### src/rtl/crv_pkg.sv
// types and constants shared by the response validator files
`default_nettype none

package crv_pkg;

   localparam int unsigned BYTE_W      = 8;
   localparam int unsigned COUNT_W     = 5;
   localparam int unsigned CSR_INDEX_W = 4;
   localparam int unsigned CSR_DATA_W  = 64;

   localparam logic [COUNT_W-1:0] HEADER_BYTES      = 5'd4;
   localparam logic [COUNT_W-1:0] HEADER_LAST_INDEX = 5'd3;
   localparam logic [COUNT_W-1:0] COUNT_MAX         = 5'd31;

   localparam logic [2:0] CLASS_SUCCESS      = 3'd2;
   localparam logic [2:0] CLASS_CLIENT_ERROR = 3'd4;
   localparam logic [2:0] CLASS_SERVER_ERROR = 3'd5;

   typedef enum logic [1:0] {
      MSG_CON = 2'd0,
      MSG_NON = 2'd1,
      MSG_ACK = 2'd2,
      MSG_RST = 2'd3
   } msg_kind_type;

   typedef enum logic [CSR_INDEX_W-1:0] {
      REG_VERSION      = 4'd0,
      REG_TOKEN_LENGTH = 4'd1,
      REG_MESSAGE_ID   = 4'd2,
      REG_TOKEN        = 4'd3
   } reg_index_type;

   typedef struct packed {
      logic [BYTE_W-1:0] rx_byte;
      logic              last_byte;
   } request_type;

   typedef struct packed {
      logic              invalid;
      logic              is_ack;
      logic              piggybacked;
      logic              separate;
      logic              need_send_ack;
      logic              is_reset;
      logic              success_class;
      logic              failure_class;
      logic [BYTE_W-1:0] response_code;
   } result_type;

   typedef struct packed {
      logic [CSR_INDEX_W-1:0] index;
      logic [CSR_DATA_W-1:0]  data;
   } csr_write_type;

endpackage

`default_nettype wire

### src/rtl/crv_stream_if.sv
// valid/ready channel interface with a typed payload
`default_nettype none

interface crv_stream_if #(
   parameter type payload_type = logic
);
   logic        valid;
   logic        ready;
   payload_type payload;

   modport source (output valid, output payload, input ready);
   modport sink   (input valid, input payload, output ready);
endinterface

`default_nettype wire

### src/rtl/crv_out_buffer.sv
// result register with a skid stage in front of the response channel
`default_nettype none

module crv_out_buffer (
   input  wire logic               clock,
   input  wire logic               reset,
   input  wire logic               in_valid,
   input  wire crv_pkg::result_type in_data,
   output logic                    in_ready,
   crv_stream_if.source            rsp_if
);
   import crv_pkg::*;

   logic       main_valid_ff;
   logic       skid_valid_ff;
   result_type main_ff;
   result_type skid_ff;

   assign in_ready       = !skid_valid_ff;
   assign rsp_if.valid   = main_valid_ff;
   assign rsp_if.payload = main_ff;

   always_ff @(posedge clock) begin
      if (reset) begin
         main_valid_ff <= 1'b0;
         skid_valid_ff <= 1'b0;
      end else if (!main_valid_ff || rsp_if.ready) begin
         if (skid_valid_ff) begin
            main_ff       <= skid_ff;
            main_valid_ff <= 1'b1;
            skid_valid_ff <= 1'b0;
         end else begin
            main_ff       <= in_data;
            main_valid_ff <= in_valid;
         end
      end else if (in_valid) begin
         skid_ff       <= in_data;
         skid_valid_ff <= 1'b1;
      end
   end

endmodule

`default_nettype wire

### src/rtl/coap_response_validator.sv
// coap response validator: one verdict per datagram, one request byte per cycle
// while the skid stage is empty; the verdict of the last byte is registered in
// the result register, or in the skid stage while that register is stalled;
// together they keep bytes flowing while one verdict waits to be taken
// reset: synchronous; packet state clears, request registers take reset values
`default_nettype none

module coap_response_validator #(
   parameter int unsigned MAX_TOKEN_BYTES = 8
) (
   input  wire logic    clock,
   input  wire logic    reset,
   crv_stream_if.sink   req_if,
   crv_stream_if.sink   csr_if,
   crv_stream_if.source rsp_if
);
   import crv_pkg::*;

   localparam int unsigned TIDX_W = (MAX_TOKEN_BYTES > 1) ? $clog2(MAX_TOKEN_BYTES) : 1;

   logic [1:0]        req_version_ff;
   logic [3:0]        req_token_length_ff;
   logic [15:0]       req_message_id_ff;
   logic [BYTE_W-1:0] req_token_ff [MAX_TOKEN_BYTES];

   logic [COUNT_W-1:0] count_ff,      count_in;
   logic [BYTE_W-1:0]  first_byte_ff, first_byte_in;
   logic [BYTE_W-1:0]  code_ff,       code_in;
   logic [15:0]        mid_ff,        mid_in;
   logic               match_ff,      match_in;

   request_type   req;
   csr_write_type csr;
   logic          accept;
   logic          buf_ready;
   logic [COUNT_W-1:0] tok_pos;
   logic [TIDX_W-1:0]  tok_idx;
   result_type    verdict;

   logic [1:0]   vers;
   msg_kind_type kind;
   logic [3:0]   tkl;
   logic [2:0]   cls;
   logic         ok;

   assign req          = req_if.payload;
   assign csr          = csr_if.payload;
   assign req_if.ready = buf_ready && !reset;
   assign csr_if.ready = !reset;
   assign accept       = req_if.valid && buf_ready && !reset;
   assign tok_pos      = count_ff - HEADER_BYTES;
   assign tok_idx      = tok_pos[TIDX_W-1:0];

   // packet state update for the incoming byte
   always_comb begin
      first_byte_in = first_byte_ff;
      code_in       = code_ff;
      mid_in        = mid_ff;
      match_in      = match_ff;
      if (count_ff == 5'd0) begin
         first_byte_in = req.rx_byte;
      end else if (count_ff == 5'd1) begin
         code_in = req.rx_byte;
      end else if (count_ff == 5'd2) begin
         mid_in[15:8] = req.rx_byte;
      end else if (count_ff == HEADER_LAST_INDEX) begin
         mid_in[7:0] = req.rx_byte;
      end else if (tok_pos < {1'b0, first_byte_ff[3:0]}) begin
         if (tok_pos < COUNT_W'(MAX_TOKEN_BYTES)) begin
            if (req_token_ff[tok_idx] != req.rx_byte) begin
               match_in = 1'b0;
            end
         end else begin
            match_in = 1'b0;
         end
      end
      count_in = (count_ff < COUNT_MAX) ? count_ff + 5'd1 : COUNT_MAX;
   end

   // verdict from the updated packet state
   always_comb begin
      vers    = first_byte_in[7:6];
      kind    = msg_kind_type'(first_byte_in[5:4]);
      tkl     = first_byte_in[3:0];
      cls     = code_in[7:5];
      ok      = 1'b1;
      verdict = '0;
      if (count_in < HEADER_BYTES || vers != req_version_ff) begin
         ok = 1'b0;
      end else if (kind == MSG_RST) begin
         if (code_in == 8'd0 && tkl == 4'd0 && count_in == HEADER_BYTES) begin
            verdict.is_reset = 1'b1;
         end else begin
            ok = 1'b0;
         end
      end else if (kind == MSG_ACK && mid_in != req_message_id_ff) begin
         ok = 1'b0;
      end else if (kind == MSG_ACK && code_in == 8'd0) begin
         if (tkl == 4'd0 && count_in == HEADER_BYTES) begin
            verdict.is_ack = 1'b1;
         end else begin
            ok = 1'b0;
         end
      end else begin
         if (kind == MSG_ACK) begin
            verdict.is_ack      = 1'b1;
            verdict.piggybacked = 1'b1;
         end else begin
            verdict.separate = 1'b1;
            if (kind == MSG_CON) begin
               verdict.need_send_ack = 1'b1;
            end
            if (mid_in == req_message_id_ff) begin
               ok = 1'b0;
            end
         end
         if (tkl != req_token_length_ff) begin
            ok = 1'b0;
         end
         if ({1'b0, count_in} < {1'b0, HEADER_BYTES} + {2'b00, tkl}) begin
            ok = 1'b0;
         end
         if (!match_in) begin
            ok = 1'b0;
         end
         if (cls == CLASS_SUCCESS) begin
            verdict.success_class = 1'b1;
         end else if (cls inside {CLASS_CLIENT_ERROR, CLASS_SERVER_ERROR}) begin
            verdict.failure_class = 1'b1;
         end else begin
            ok = 1'b0;
         end
      end
      if (ok) begin
         verdict.response_code = code_in;
      end else begin
         verdict         = '0;
         verdict.invalid = 1'b1;
      end
   end

   always_ff @(posedge clock) begin
      if (reset) begin
         count_ff      <= '0;
         first_byte_ff <= '0;
         code_ff       <= '0;
         mid_ff        <= '0;
         match_ff      <= 1'b1;
      end else if (accept) begin
         if (req.last_byte) begin
            count_ff      <= '0;
            first_byte_ff <= '0;
            code_ff       <= '0;
            mid_ff        <= '0;
            match_ff      <= 1'b1;
         end else begin
            count_ff      <= count_in;
            first_byte_ff <= first_byte_in;
            code_ff       <= code_in;
            mid_ff        <= mid_in;
            match_ff      <= match_in;
         end
      end
   end

   // request registers
   always_ff @(posedge clock) begin
      if (reset) begin
         req_version_ff      <= 2'd1;
         req_token_length_ff <= '0;
         req_message_id_ff   <= '0;
         for (int i = 0; i < MAX_TOKEN_BYTES; i++) begin
            req_token_ff[i] <= '0;
         end
      end else if (csr_if.valid) begin
         case (csr.index)
            REG_VERSION:      req_version_ff      <= csr.data[1:0];
            REG_TOKEN_LENGTH: req_token_length_ff <= csr.data[3:0];
            REG_MESSAGE_ID:   req_message_id_ff   <= csr.data[15:0];
            REG_TOKEN: begin
               for (int i = 0; i < MAX_TOKEN_BYTES; i++) begin
                  req_token_ff[i] <= csr.data[i*BYTE_W +: BYTE_W];
               end
            end
            default: ;
         endcase
      end
   end

   crv_out_buffer u_out_buffer (
      .clock    (clock),
      .reset    (reset),
      .in_valid (accept && req.last_byte),
      .in_data  (verdict),
      .in_ready (buf_ready),
      .rsp_if   (rsp_if)
   );

endmodule

`default_nettype wire

### src/flat_wrapper.sv
// flat-port wrapper written by rule: the top's interface ports become plain ports
module coap_response_validator_flat import crv_pkg::*;
#(
   parameter int unsigned MAX_TOKEN_BYTES = 8
)
  (clock, reset, req_if_valid, req_if_payload, req_if_ready, csr_if_valid, csr_if_payload, csr_if_ready, rsp_if_valid, rsp_if_payload, rsp_if_ready);
  crv_stream_if #(.payload_type(request_type)) req_if_i ();
  crv_stream_if #(.payload_type(csr_write_type)) csr_if_i ();
  crv_stream_if #(.payload_type(result_type)) rsp_if_i ();
  input  wire logic clock;
  input  wire logic reset;
  input wire logic [$bits(req_if_i.valid)-1:0] req_if_valid;
  input wire logic [$bits(req_if_i.payload)-1:0] req_if_payload;
  output wire logic [$bits(req_if_i.ready)-1:0] req_if_ready;
  input wire logic [$bits(csr_if_i.valid)-1:0] csr_if_valid;
  input wire logic [$bits(csr_if_i.payload)-1:0] csr_if_payload;
  output wire logic [$bits(csr_if_i.ready)-1:0] csr_if_ready;
  output wire logic [$bits(rsp_if_i.valid)-1:0] rsp_if_valid;
  output wire logic [$bits(rsp_if_i.payload)-1:0] rsp_if_payload;
  input wire logic [$bits(rsp_if_i.ready)-1:0] rsp_if_ready;
  assign req_if_i.valid = req_if_valid;
  assign req_if_i.payload = req_if_payload;
  assign req_if_ready = req_if_i.ready;
  assign csr_if_i.valid = csr_if_valid;
  assign csr_if_i.payload = csr_if_payload;
  assign csr_if_ready = csr_if_i.ready;
  assign rsp_if_valid = rsp_if_i.valid;
  assign rsp_if_payload = rsp_if_i.payload;
  assign rsp_if_i.ready = rsp_if_ready;
  coap_response_validator #(.MAX_TOKEN_BYTES(MAX_TOKEN_BYTES)) u_core (.clock(clock), .reset(reset), .req_if(req_if_i), .csr_if(csr_if_i), .rsp_if(rsp_if_i));
endmodule
### config.mk
export PLATFORM = sky130hd
export DESIGN_NAME = coap_response_validator_flat
export DESIGN_NICKNAME = d
export VERILOG_FILES = /design/src/rtl/crv_pkg.sv /design/src/rtl/crv_stream_if.sv /design/src/rtl/crv_out_buffer.sv /design/src/rtl/coap_response_validator.sv /design/src/flat_wrapper.sv
export SDC_FILE = /design/constraint.sdc
export NUM_CORES = 1
export LEC_CHECK = 0
export ABC_AREA = 0
export BUFFER_PORTS_ARGS = -buffer_cell sky130_fd_sc_hd__buf_2
export CAP_MARGIN = 5
export CORE_MARGIN = 1.5
export CORE_UTILIZATION = 55
export CTS_CLUSTER_DIAMETER = 120
export DETAILED_ROUTE_END_ITERATION = 10
export PLACE_DENSITY = 0.75
export SKIP_CTS_REPAIR_TIMING = 1
export SYNTH_ARGS = -nofsm -noshare
export SYNTH_HDL_FRONTEND = slang
export SYNTH_SLANG_ARGS = --single-unit
### constraint.sdc
create_clock -name clock -period 20.2 [get_ports clock]
set_input_delay 4.04 -clock clock [delete_from_list [all_inputs] [get_ports clock]]
set_output_delay 4.04 -clock clock [all_outputs]
set_load 0.1 [all_outputs]
==> key figures, run 1 <==
Timing
  – Fin Hold WS: 463 ps
  – Max Freq: 104 MHz
  – Setup Skew: approximately 7 ps
  – Hold Violations, Final: 0
  – Max-slew violations: 0
  – Final critical-path share of the clock period: between 40% and 50%
  – Slew margin rel.: a little under a third
  – Setup TNS: 0 ps
  – Finish-stage setup viols: 0
  – Worst-Margin Slew: 1030 ps
  – Crit path time final: 9570 ps
  – RSZ-0062 raised after global routing: false

Detailed routing
  – Metal2 WL: 8.79 mm
  – Residual DRC: 0
  – Via Count: approximately 6k
  – DRT met1 WL: between 7 and 8 mm
  – DR iter-0 viols: 468
  – Top Layer Used: met5
  – Total wire length: about 18 mm
  – Drt via density: roughly 5.9
  – Met3 Wirelength: 1.32 mm
  – TritonRoute pass-1 iters: 5
  – Post-DR wirelength/cell: 17.8 um
  – Antenna viol nets, final: 0

Die
  – Die H: around 120 um
  – Core Region: 0.0140 mm^2
  – Die area: 0.0152 mm^2
  – Number of I/O pins: around 100
  – Chip width: 123 um
  – Initial cell density of the core: 56.8%
  – Site Rows: 43

Global route
  – Antenna violations before repair: 1
  – GRT Total Usage: 25.4%
  – Vias in the first global route: 5,779
  – Largest net degree at the start of global routing: 81
  – First-pass GRT wire length: 29.1 mm
  – GRT overflow: 0

Setup path
  – Delay-heaviest family, CP: buffers and inverters
  – Worst Path Buf+Inv: 4
  – Setup CP Type: in2out
  – CP required: between 15,000 and 20,000 ps
  – Delay of the slowest critical-path stage: 650 ps
  – CP Data Arrival Time: 5530 ps
  – CP Cell Sequence: buf_2 > buf_4 > inv_1 > buf_2
  – FF-to-FF End: u_core.u_out_buffer.rsp_if.payload[1]$_DFFE_PP_
  – Start of the worst register-to-register path: u_core.count_ff[1]$_SDFFE_PP0P_
  – Most frequent CP cell: buf_2
  – CP endpoint kind: primary output
  – R2R depth: 11
  – Crit-path slowest cell: buf_4
  – Flop2flop setup slack: 15,530 ps
  – Crit-path max FO: 80
  – Worst setup SP type: primary input

Power and ir drop
  – Leak pwr: between 0.003 and 0.004 uW
  – Final Power: 739 uW
  – PD cells: 81.3 mW/mm^2
  – Max IR drop VDD: 0.0000517 V

Synthesis
  – FFs w/ async S/R, synth: 0%
  – Sequential share of the synthesized area: 51.9%
  – Synthesized instance count: 758
  – Cell Area, Synth: 0.00794 mm^2
  – Top cell type's share of synthesized area: 36.3%
  – Post-synth top area cell: edfxtp_1
  – Post-Synthesis Net Count: 856
  – Post-synth EDFFs: 96
  – Post-synthesis mux area share: under 10%
  – Adder-cell share of the synthesized area: 2.52%
  – Ys flop type: edfxtp_1
  – Mean Syn Cell Area: 10.5 um^2
  – Commonest cells post-synth: edfxtp_1 (96), nor2_1 (82), nand2_1 (71), dfxtp_1 (62), and2_1 (53)
  – Netlist cell types: between 60 and 70
  – Synth Register Bits: around 160
  – Count of warnings emitted by yosys: 0
  – Post-Synth Simple-Gate Area: 18.5%
  – Synth Area in XOR/XNOR: 2.65%
  – Complex-gate fraction of the synthesized area: 12.9%
  – Dominant cell by count in the synthesized netlist: edfxtp_1
  – Largest family of logic cells by synthesized area: simple AND/OR/NAND/NOR gates
  – Synth top area cells: edfxtp_1 (36%), dfxtp_1 (16%), and2_1 (4.2%), mux2i_1 (4.0%), nor2_1 (3.9%)

Worst hold path
  – Worst Hold Path EP: u_core.req_message_id_ff[4]$_SDFFE_PP0P_
  – Beginning of the worst hold path: u_core.req_message_id_ff[4]$_SDFFE_PP0P_
  – Worst hold path depth: 2
  – Min-delay worst type: reg2reg

Cells and area
  – Fraction of layout cells with a size suffix above 1: 19.6%
  – Layout Nets: 936
  – Area delta synth->final: 14.4%
  – Diodes inserted: 0

Place
  – Post-DP HPWL: approximately 13 mm
  – Port Buffers: 100
  – GPL Wtd Cong: between 0.9 and 1

Clock network
  – H-tree depth: 4
  – Root Buffer: clkbuf_16
  – CTS tree: yes
  – Clock transition at path regs: approximately 60 ps
  – Clk_lat worst skew: 430 ps
  – Num Clock Sinks: 158
  – Clock Tree Buf Depth: 2
  – Cts bufs inserted: 17

Job
  – Max-cap viol count: 0

Status
  – Status: finished clean
routing by layer:
layer	GRT usage, %	vias to the layer above
met5	0	-
met4	10.3	2
met3	4.94	36
met2	41.2	247
met1	33.7	2900
li1	-	2883
worst max path at each step:
stage          slack, ps  startpoint  cells past startpoint            to
5_1_grt            10540       reset                      4  csr_if_ready
4_1_cts            10620       reset                      4  csr_if_ready
3_5_place_dp       10650       reset                      4  csr_if_ready
2_1_floorplan      10660       reset                      2  req_if_ready
6_report           10630       reset                      4  csr_if_ready
3_3_place_gp       10710       reset                      4  csr_if_ready
worst reg2reg max path, cell delays in order, from the launching register on:
cell and delay (ps):
dfxtp_1 810, inv_1 160, ha_1 300, nor3b_4 550
nand2_1 480, and3b_1 340, a31oi_1 460, a211oi_1 170
o311ai_1 120, o22ai_1 190, a21oi_2 650, o31ai_1 150
area by class of cell:
| class | instances | area, um^2 |
|---|---|---|
| multi-input combinational | 525 | 3490 |
| sequential | 158 | 4130 |
| clock buffer | 21 | 470 |
| timing repair buffer | 104 | 531 |
| fill | 1102 | 4910 |
| tap | 180 | 225 |
| inverter | 32 | 120 |
| clock inverter | 11 | 115 |
report_power, final:
part           internal (uW)  total [uW]  switching (uW)
clock network            191         319             128
logic                   20.3        62.7            42.4
registers                353         357            4.36
logic make-up (layout without fill, tap and decap cells):
family | after synthesis | in the layout
AO/OA/AOI/OAI | 146 | 146
XOR/XNOR | 24 | 24
adder cells (fa/ha/maj) | 16 | 16
buffers and inverters | 75 | 168
flip-flops | 158 | 158
multiplexers | 50 | 50
AND/OR/NAND/NOR | 289 | 289
state kept, by name (all words and copies together), names as in the netlist:
| signal | flops |
|---|---|
| u_core.u_out_buffer.rsp_if.payload | 16 |
| u_core.match_ff | 1 |
| u_core.req_token_length_ff | 4 |
| u_core.first_byte_ff | 8 |
| u_core.mid_ff | 16 |
| u_core.req_message_id_ff | 16 |
| u_core.u_out_buffer.skid_valid_ff | 1 |
| u_core.u_out_buffer.skid_ff | 16 |
| u_core.u_out_buffer.rsp_if.valid | 1 |
| u_core.count_ff | 5 |
| u_core.req_token_ff | 64 |
| u_core.code_ff | 8 |
| u_core.req_version_ff | 2 |
placed cells by master, fill, tap and decap left out, drive strengths merged, types with 12 or more instances in the layout:
cell type,netlist,routed
clkbuf,28,21
nand2,73,73
mux2,14,14
a21oi,28,28
dfxtp,62,62
nor2,83,83
a22oi,40,40
inv,32,33
buf,15,104
and2,53,53
o21ai,15,15
nor2b,25,25
o31ai,12,12
mux2i,32,32
edfxtp,96,96
xnor2,15,15
ha,16,16
stage by stage:
stage | util [%] | worst slack [ps] | instance area (um^2) | cells
CTS | 64.9 | 10620 | 9080 | 1031
detailed placement | 60.7 | 10650 | 8500 | 999
finish | 64.9 | 10630 | 9080 | 1031
floorplan | - | 10660 | 7940 | 758
global placement | 60.7 | 10710 | 8500 | 999
global route | 64.9 | 10540 | 9080 | 1031
Note: power is estimated with default switching activity, not from simulation.
==> run 2, diff against run 1 <==
--- a/config.mk
+++ b/config.mk
@@ -9,10 +9,10 @@
 export BUFFER_PORTS_ARGS = -buffer_cell sky130_fd_sc_hd__buf_2
 export CAP_MARGIN = 5
 export CORE_MARGIN = 1.5
-export CORE_UTILIZATION = 55
+export CORE_UTILIZATION = 53
 export CTS_CLUSTER_DIAMETER = 120
 export DETAILED_ROUTE_END_ITERATION = 10
-export PLACE_DENSITY = 0.75
+export PLACE_DENSITY = 0.76
 export SKIP_CTS_REPAIR_TIMING = 1
 export SYNTH_ARGS = -nofsm -noshare
 export SYNTH_HDL_FRONTEND = slang
==> constraint.sdc (replaced) <==
create_clock -name clock -period 7.86 [get_ports clock]
set_input_delay 1.572 -clock clock [delete_from_list [all_inputs] [get_ports clock]]
set_output_delay 1.572 -clock clock [all_outputs]
set_load 0.1 [all_outputs]
==> run 2 against run 1 <==
Compared with the run above:
- clock skew rose by 2.7 ps
- clock-buffer cell count fell by 2
- utilization fell by 2.5 points
- critical path type unchanged
- largest cell class unchanged
- largest power group unchanged
- highest routed layer is now met4
==> key figures, run 2 (synthesis gave the netlist of run 1 again) <==
Status
  – Status: finished clean (unchanged)

Clock network
  – Clk_lat worst skew: 430 ps (about the same)
  – CTS tree: yes (unchanged)
  – Num Clock Sinks: 158 (unchanged)
  – H-tree depth: 4 (unchanged)
  – Cts bufs inserted: 17 (unchanged)
  – Clock Tree Buf Depth: 2 (unchanged)
  – Root Buffer: clkbuf_16 (unchanged)
  – Clock transition at path regs: 60 ps (about the same)

Global route
  – Antenna violations before repair: 0 (was 1)
  – GRT Total Usage: 25.2% (was 25.4%)
  – Largest net degree at the start of global routing: 65 (was 81)
  – Vias in the first global route: 5,930 (was 5,779)
  – First-pass GRT wire length: 30.9 mm (was 29.1 mm)
  – GRT overflow: 0 (unchanged)

Power and ir drop
  – Comb power frac: 8.5% (about the same)
  – Sequential power share: 47.6% (was 48.4%)
  – Sw Pwr: 446 uW (was 175 uW)
  – Leak pwr: 0.00343 uW (about the same)
  – Max IR drop VDD: 0.000136 V (was 0.0000517 V)
  – Int Pwr: 1490 uW (was 564 uW)
  – Clock power share: 44.0% (was 43.1%)
  – PD cells: 212 mW/mm^2 (was 81.3 mW/mm^2)
  – Sw Share: 23.1% (was 23.6%)

Place
  – Post-DP HPWL: 13.7 mm (was 12.9 mm)
  – Number of cells after detailed placement: 1,004 (was 999)
  – GPL Wtd Cong: 0.926 (was 0.941)
  – Port Buffers: 100 (unchanged)

Detailed routing
  – Via Count: 6,091 (was 6,068)
  – TritonRoute pass-1 iters: 5 (unchanged)
  – Post-DR wirelength/cell: 18.6 um (was 17.8 um)
  – Residual DRC: 0 (unchanged)
  – Drt via density: 5.89 (about the same)
  – DR iter-0 viols: 426 (was 468)
  – Antenna viol nets, final: 0 (unchanged)
  – Total wire length: 19.2 mm (was 18.3 mm)

Setup path
  – Delay of the slowest critical-path stage: 570 ps (was 650 ps)
  – CP Data Arrival Time: 3240 ps (was 5530 ps)
  – Delay-heaviest family, CP: buffers and inverters (unchanged)
  – Crit-path slowest cell: buf_2 (was buf_4)
  – Flop2flop setup slack: 3320 ps (was 15,530 ps)
  – Setup CP Type: in2out (unchanged)
  – Worst setup SP type: primary input (unchanged)
  – CP Cell Sequence: buf_2 > buf_4 > nor2_1 > buf_2 (was buf_2 > buf_4 > inv_1 > buf_2)
  – Crit-path max FO: 43 (was 80)
  – Start of the worst register-to-register path: u_core.count_ff[1]$_SDFFE_PP0P_ (unchanged)
  – Worst Path Buf+Inv: 3 (was 4)
  – CP Launch Point: reset (unchanged)
  – R2R depth: 11 (unchanged)
  – CP endpoint kind: primary output (unchanged)
  – CP required: 6290 ps (was 16,160 ps)
  – FF-to-FF End: u_core.u_out_buffer.rsp_if.payload[0]$_DFFE_PP_ (was u_core.u_out_buffer.rsp_if.payload[1]$_DFFE_PP_)
  – Most frequent CP cell: buf_2 (unchanged)

Die
  – Number of I/O pins: 101 (unchanged)
  – Initial cell density of the core: 54.4% (was 56.8%)
  – Chip width: 125 um (was 123 um)
  – Core Region: 0.0146 mm^2 (was 0.0140 mm^2)
  – Die H: 125 um (was 123 um)
  – Die area: 0.0157 mm^2 (was 0.0152 mm^2)
  – Site Rows: 44 (was 43)

Cells and area
  – Most common cell after layout, fill and taps aside: buf_2 (unchanged)
  – Non-Filler Instances: 1,035 (was 1,031)
  – Area delta synth->final: 14.7% (was 14.4%)
  – Fraction of layout cells with a size suffix above 1: 19.3% (was 19.6%)
  – Layout Nets: 937 (was 936)
  – Diodes inserted: 0 (unchanged)
  – Most frequent cells in the layout: buf_2 (100), edfxtp_1 (96), nor2_1 (82), nand2_1 (71), dfxtp_1 (62) (was buf_2 (100), edfxtp_1 (96), nor2_1 (82), nand2_1 (71), dfxtp_1 (61))
  – Post-layout util: 62.4% (was 64.9%)
  – Most flops, register: u_core.req_token_ff (unchanged)
  – Largest register FFs: 64 (unchanged)

Worst hold path
  – Worst Hold Path EP: u_core.req_message_id_ff[13]$_SDFFE_PP0P_ (was u_core.req_message_id_ff[4]$_SDFFE_PP0P_)
  – Beginning of the worst hold path: u_core.req_message_id_ff[13]$_SDFFE_PP0P_ (was u_core.req_message_id_ff[4]$_SDFFE_PP0P_)
  – Min-delay worst type: reg2reg (unchanged)
  – Worst hold path depth: 2 (unchanged)

Timing
  – RSZ-0062 raised after global routing: false (unchanged)
  – Max Freq: 208 MHz
  – Fin Hold WS: 468 ps (was 463 ps)
  – Final critical-path share of the clock period: 61.3%
  – Setup TNS: 0 ps (unchanged)
  – Finish-stage setup viols: 0 (unchanged)
  – Worst-Margin Slew: 1020 ps (was 1030 ps)
  – Slew margin rel.: 32.1% (was 31.0%)
  – Crit path time final: 4820 ps
  – Hold Violations, Final: 0 (unchanged)
  – Setup Skew: 9.54 ps (was 6.80 ps)
  – Max-slew violations: 0 (unchanged)

Job
  – Max-cap viol count: 0 (unchanged)
[run 2: cell types whose count changed in the layout (fill, tap and decap cells not counted), moves of 2 or more]
| cell | before | now |
|---|---|---|
| clkbuf_8 | 3 | 0 |
| clkinv_2 | 6 | 3 |
| clkinv_4 | 1 | 3 |
| bufinv_16 | 2 | 4 |
[run 2: final cells by class]
| cell class | instances | area, um^2 |
|---|---|---|
| tap | 184 | 230 |
| multi-input combinational | 525 | 3490 |
| clock buffer | 19 | 433 |
| sequential | 158 | 4120 |
| clock inverter | 12 | 170 |
| inverter | 32 | 120 |
| timing repair buffer | 105 | 538 |
| fill | 1162 | 5480 |
[run 2: how the worst max path moves through the flow]
stage,end,slack [ps],cells after the start
after detailed placement,req_if_ready,3050,4
after global placement,req_if_ready,3140,4
after CTS,req_if_ready,3050,4
after global routing,u_core.u_out_buffer.rsp_if.payload[0]$_DFFE_PP_,2900,11
after floorplan,u_core.req_token_ff[0][0]$_SDFFCE_PN0P_,990,3
final,req_if_ready,3040,4
[run 2: metal layers]
layer / GRT usage, % / share of wire, % / vias to the layer above / wire, um
met4: 9.56 / 2.1 / 0 / 399
li1: - / - / 2876 / -
met5: 0 / 0 / - / 0
met3: 5.65 / 6.4 / 33 / 1230
met1: 32.6 / 42 / 2936 / 8170
met2: 41.7 / 49 / 246 / 9450
[run 2: worst min-delay path, stage by stage, from the launching register on]
cell,delay [ps]
dfxtp_1,310
nand2_1,60
a21oi_1,60
[run 2: power by group through the flow]
stage | logic [uW] | registers (uW) | clock network (uW)
after detailed placement | 162 | 936 | 0
after global routing | 175 | 921 | 891
after CTS | 163 | 919 | 855
after global placement | 158 | 935 | 0
final | 164 | 919 | 849
after floorplan | 82.4 | 961 | 0
[run 2: per-stage QoR]
stage / cell area, um^2 / power (uW) / setup slack [ps]
detailed placement: 8510 / 1100 / 3050
global route: 9110 / 1990 / 2900
global placement: 8510 / 1090 / 3140
floorplan: 7940 / 1040 / 991
CTS: 9110 / 1940 / 3050
finish: 9110 / 1930 / 3040
==> run 3, diff against run 2 <==
==> constraint.sdc (replaced) <==
create_clock -name clock -period 4 [get_ports clock]
set_input_delay 0.8 -clock clock [delete_from_list [all_inputs] [get_ports clock]]
set_output_delay 0.8 -clock clock [all_outputs]
set_load 0.1 [all_outputs]
==> run 3 against run 2 <==
Compared with the run above:
- combinational power is 100% higher
- non-clock buffer count is 16 higher
- register-to-register slack worse by 3000 ps
- clock-buffer cell count stayed put
- setup slack worse by 2700 ps
- critical path type is now reg2reg
- highest routed layer unchanged
==> key figures, run 3 (synthesis gave the netlist of run 1 again) <==
Status
  – Status: finished clean (unchanged)

Timing
  – Max-slew violations: 0 (unchanged)
  – Setup TNS: 0 ps (unchanged)
  – Worst-Margin Slew: 1050 ps (was 1020 ps)
  – RSZ-0062 raised after global routing: false (unchanged)
  – Setup Skew: 8.75 ps (was 9.54 ps)
  – Slew margin rel.: 29.7% (was 32.1%)
  – Final critical-path share of the clock period: 92.0%
  – Hold Violations, Final: 0 (unchanged)
  – Max Freq: 272 MHz
  – Finish-stage setup viols: 0 (unchanged)
  – Crit path time final: roughly 3700 ps

Clock network
  – Clock transition at path regs: 60 ps (about the same)
  – Clock Tree Buf Depth: 2 (unchanged)
  – Clk_lat worst skew: 430 ps (about the same)
  – Root Buffer: clkbuf_16 (unchanged)
  – Num Clock Sinks: 158 (unchanged)
  – CTS tree: yes (unchanged)
  – H-tree depth: 4 (unchanged)
  – Cts bufs inserted: 17 (unchanged)

Power and ir drop
  – Max IR drop VDD: 0.000299 V (was 0.000136 V)
  – Leak pwr: 0.00351 uW (was 0.00343 uW)
  – Comb power frac: 8.7% (was 8.5%)
  – Sw Share: 23.7% (was 23.1%)
  – Int Pwr: 2940 uW (was 1490 uW)
  – PD cells: 416 mW/mm^2 (was 212 mW/mm^2)
  – Sw Pwr: 910 uW (was 446 uW)
  – Sequential power share: 46.8% (was 47.6%)
  – Clock power share: 44.5% (was 44.0%)

Setup path
  – Crit-path slowest cell: nor3b_4 (was buf_2)
  – Setup CP Type: reg2reg (was in2out)
  – Crit-path max FO: 16 (was 43)
  – Delay-heaviest family, CP: simple AND/OR/NAND/NOR gates (was buffers and inverters)
  – Worst setup SP type: flip-flop (was primary input)
  – CP Data Arrival Time: 3850 ps (was 3240 ps)
  – Delay of the slowest critical-path stage: 490 ps (was 570 ps)
  – Worst Path Buf+Inv: 2 (was 3)
  – CP required: 4170 ps (was 6290 ps)
  – CP Cell Sequence: inv_1 > ha_1 > nor3b_4 > and2_1 > o22ai_1 > nor4_1 > nand4_1 > o41a_1 > nor2_2 > a21oi_2 > buf_4 > mux2_2 (was buf_2 > buf_4 > nor2_1 > buf_2)
  – CP endpoint kind: flip-flop (was primary output)

Cells and area
  – Most common cell after layout, fill and taps aside: buf_2 (unchanged)
  – Diodes inserted: 0 (unchanged)
  – Largest register FFs: 64 (unchanged)
  – Layout Nets: 953 (was 937)
  – Multi-input gate area: 0.00350 mm^2 (was 0.00349 mm^2)
  – Most flops, register: u_core.req_token_ff (unchanged)
  – Post-layout util: 63.4% (was 62.4%)
  – Sequential standard cell area: 0.00412 mm^2 (unchanged)
  – Most frequent cells in the layout: buf_2 (100), edfxtp_1 (96), nor2_1 (81), nand2_1 (71), dfxtp_1 (62) (was buf_2 (100), edfxtp_1 (96), nor2_1 (82), nand2_1 (71), dfxtp_1 (62))
  – # fillers: 1,177 (was 1,162)
  – Area delta synth->final: 16.5% (was 14.7%)
  – Fraction of layout cells with a size suffix above 1: 20.9% (was 19.3%)

Die
  – Chip width: 125 um (unchanged)
  – Number of I/O pins: 101 (unchanged)
  – Die H: 125 um (unchanged)
  – Initial cell density of the core: 54.4% (unchanged)
  – Core Region: 0.0146 mm^2 (unchanged)
  – Die area: 0.0157 mm^2 (unchanged)
  – Site Rows: 44 (unchanged)

Worst hold path
  – Min-delay worst type: reg2reg (unchanged)

Global route
  – Largest net degree at the start of global routing: 63 (was 65)
  – Vias in the first global route: 6,073 (was 5,930)
  – First-pass GRT wire length: 31.9 mm (was 30.9 mm)
  – Antenna violations before repair: 0 (unchanged)
  – GRT Total Usage: 26.2% (was 25.2%)
  – GRT overflow: 0 (unchanged)

Place
  – Post-DP HPWL: 14.7 mm (was 13.7 mm)
  – GPL Wtd Cong: 0.935 (was 0.926)
  – Port Buffers: 100 (unchanged)

Detailed routing
  – Antenna viol nets, final: 0 (unchanged)
  – Via Count: 6,061 (was 6,091)
  – Total wire length: 20.0 mm (was 19.2 mm)
  – Post-DR wirelength/cell: 19.0 um (was 18.6 um)
  – Residual DRC: 0 (unchanged)
  – Drt via density: 5.76 (was 5.89)
  – DR iter-0 viols: 479 (was 426)
  – TritonRoute pass-1 iters: 5 (unchanged)

Job
  – Max-cap viol count: 0 (unchanged)
run 3: cell types whose count changed in the layout (fill, tap and decap cells not counted), sizes merged:
cell,change
buf,+16
clkinv,-3
inv,+3
clkinvlp,+1
run 3: stage by stage:
stage                     hold slack, ps  cell area, um^2  setup slack [ps]  total power, uW  instances
after floorplan                      436             7950               200             2050        758
after global placement               449             8630               451             2160       1020
after detailed placement             454             8630               368             2170       1020
after CTS                            463             9250               314             3860       1052
after global routing                 483             9250              69.3             3960       1052
final                                461             9250               321             3850       1052
run 3: final timing paths:
path,from,endpoint,slack [ps],cells past startpoint
setup / recovery,u_core.count_ff[1]$_SDFFE_PP0P_,u_core.u_out_buffer.rsp_if.payload[15]$_DFFE_PP_,320,12
hold / removal,u_core.req_message_id_ff[13]$_SDFFE_PP0P_,u_core.req_message_id_ff[13]$_SDFFE_PP0P_,460,2
setup reg to reg,u_core.count_ff[1]$_SDFFE_PP0P_,u_core.u_out_buffer.rsp_if.payload[15]$_DFFE_PP_,320,12
hold reg to reg,u_core.req_message_id_ff[13]$_SDFFE_PP0P_,u_core.req_message_id_ff[13]$_SDFFE_PP0P_,460,2
run 3: tightest hold or removal path, cell delays in order, from the launching register on:
cell and delay, ps:
dfxtp_1 310, nand2_1 50, a21oi_1 50
run 3: layer usage:
| layer | vias up | global-route usage, % | share of wire (%) |
|---|---|---|---|
| met4 | 0 | 10.4 | 2.5 |
| met3 | 35 | 4.32 | 5.4 |
| met5 | - | 0 | 0 |
| met1 | 2873 | 34.1 | 44 |
| met2 | 235 | 43.8 | 48 |
| li1 | 2918 | - | - |
run 3: final cells by class:
class | instances | share of cell area, %
sequential | 158 | 44.6
multi-input combinational | 525 | 37.8
timing repair buffer | 121 | 7.12
clock buffer | 19 | 4.68
tap | 184 | 2.49
clock inverter | 13 | 2.02
inverter | 32 | 1.30
run 3: power groups by stage:
stage | registers (uW) | logic, uW | clock network (uW)
5_1_grt | 1810 | 360 | 1790
2_1_floorplan | 1880 | 163 | 0
3_3_place_gp | 1840 | 328 | 0
6_report | 1800 | 335 | 1710
4_1_cts | 1800 | 334 | 1720
3_5_place_dp | 1840 | 333 | 0
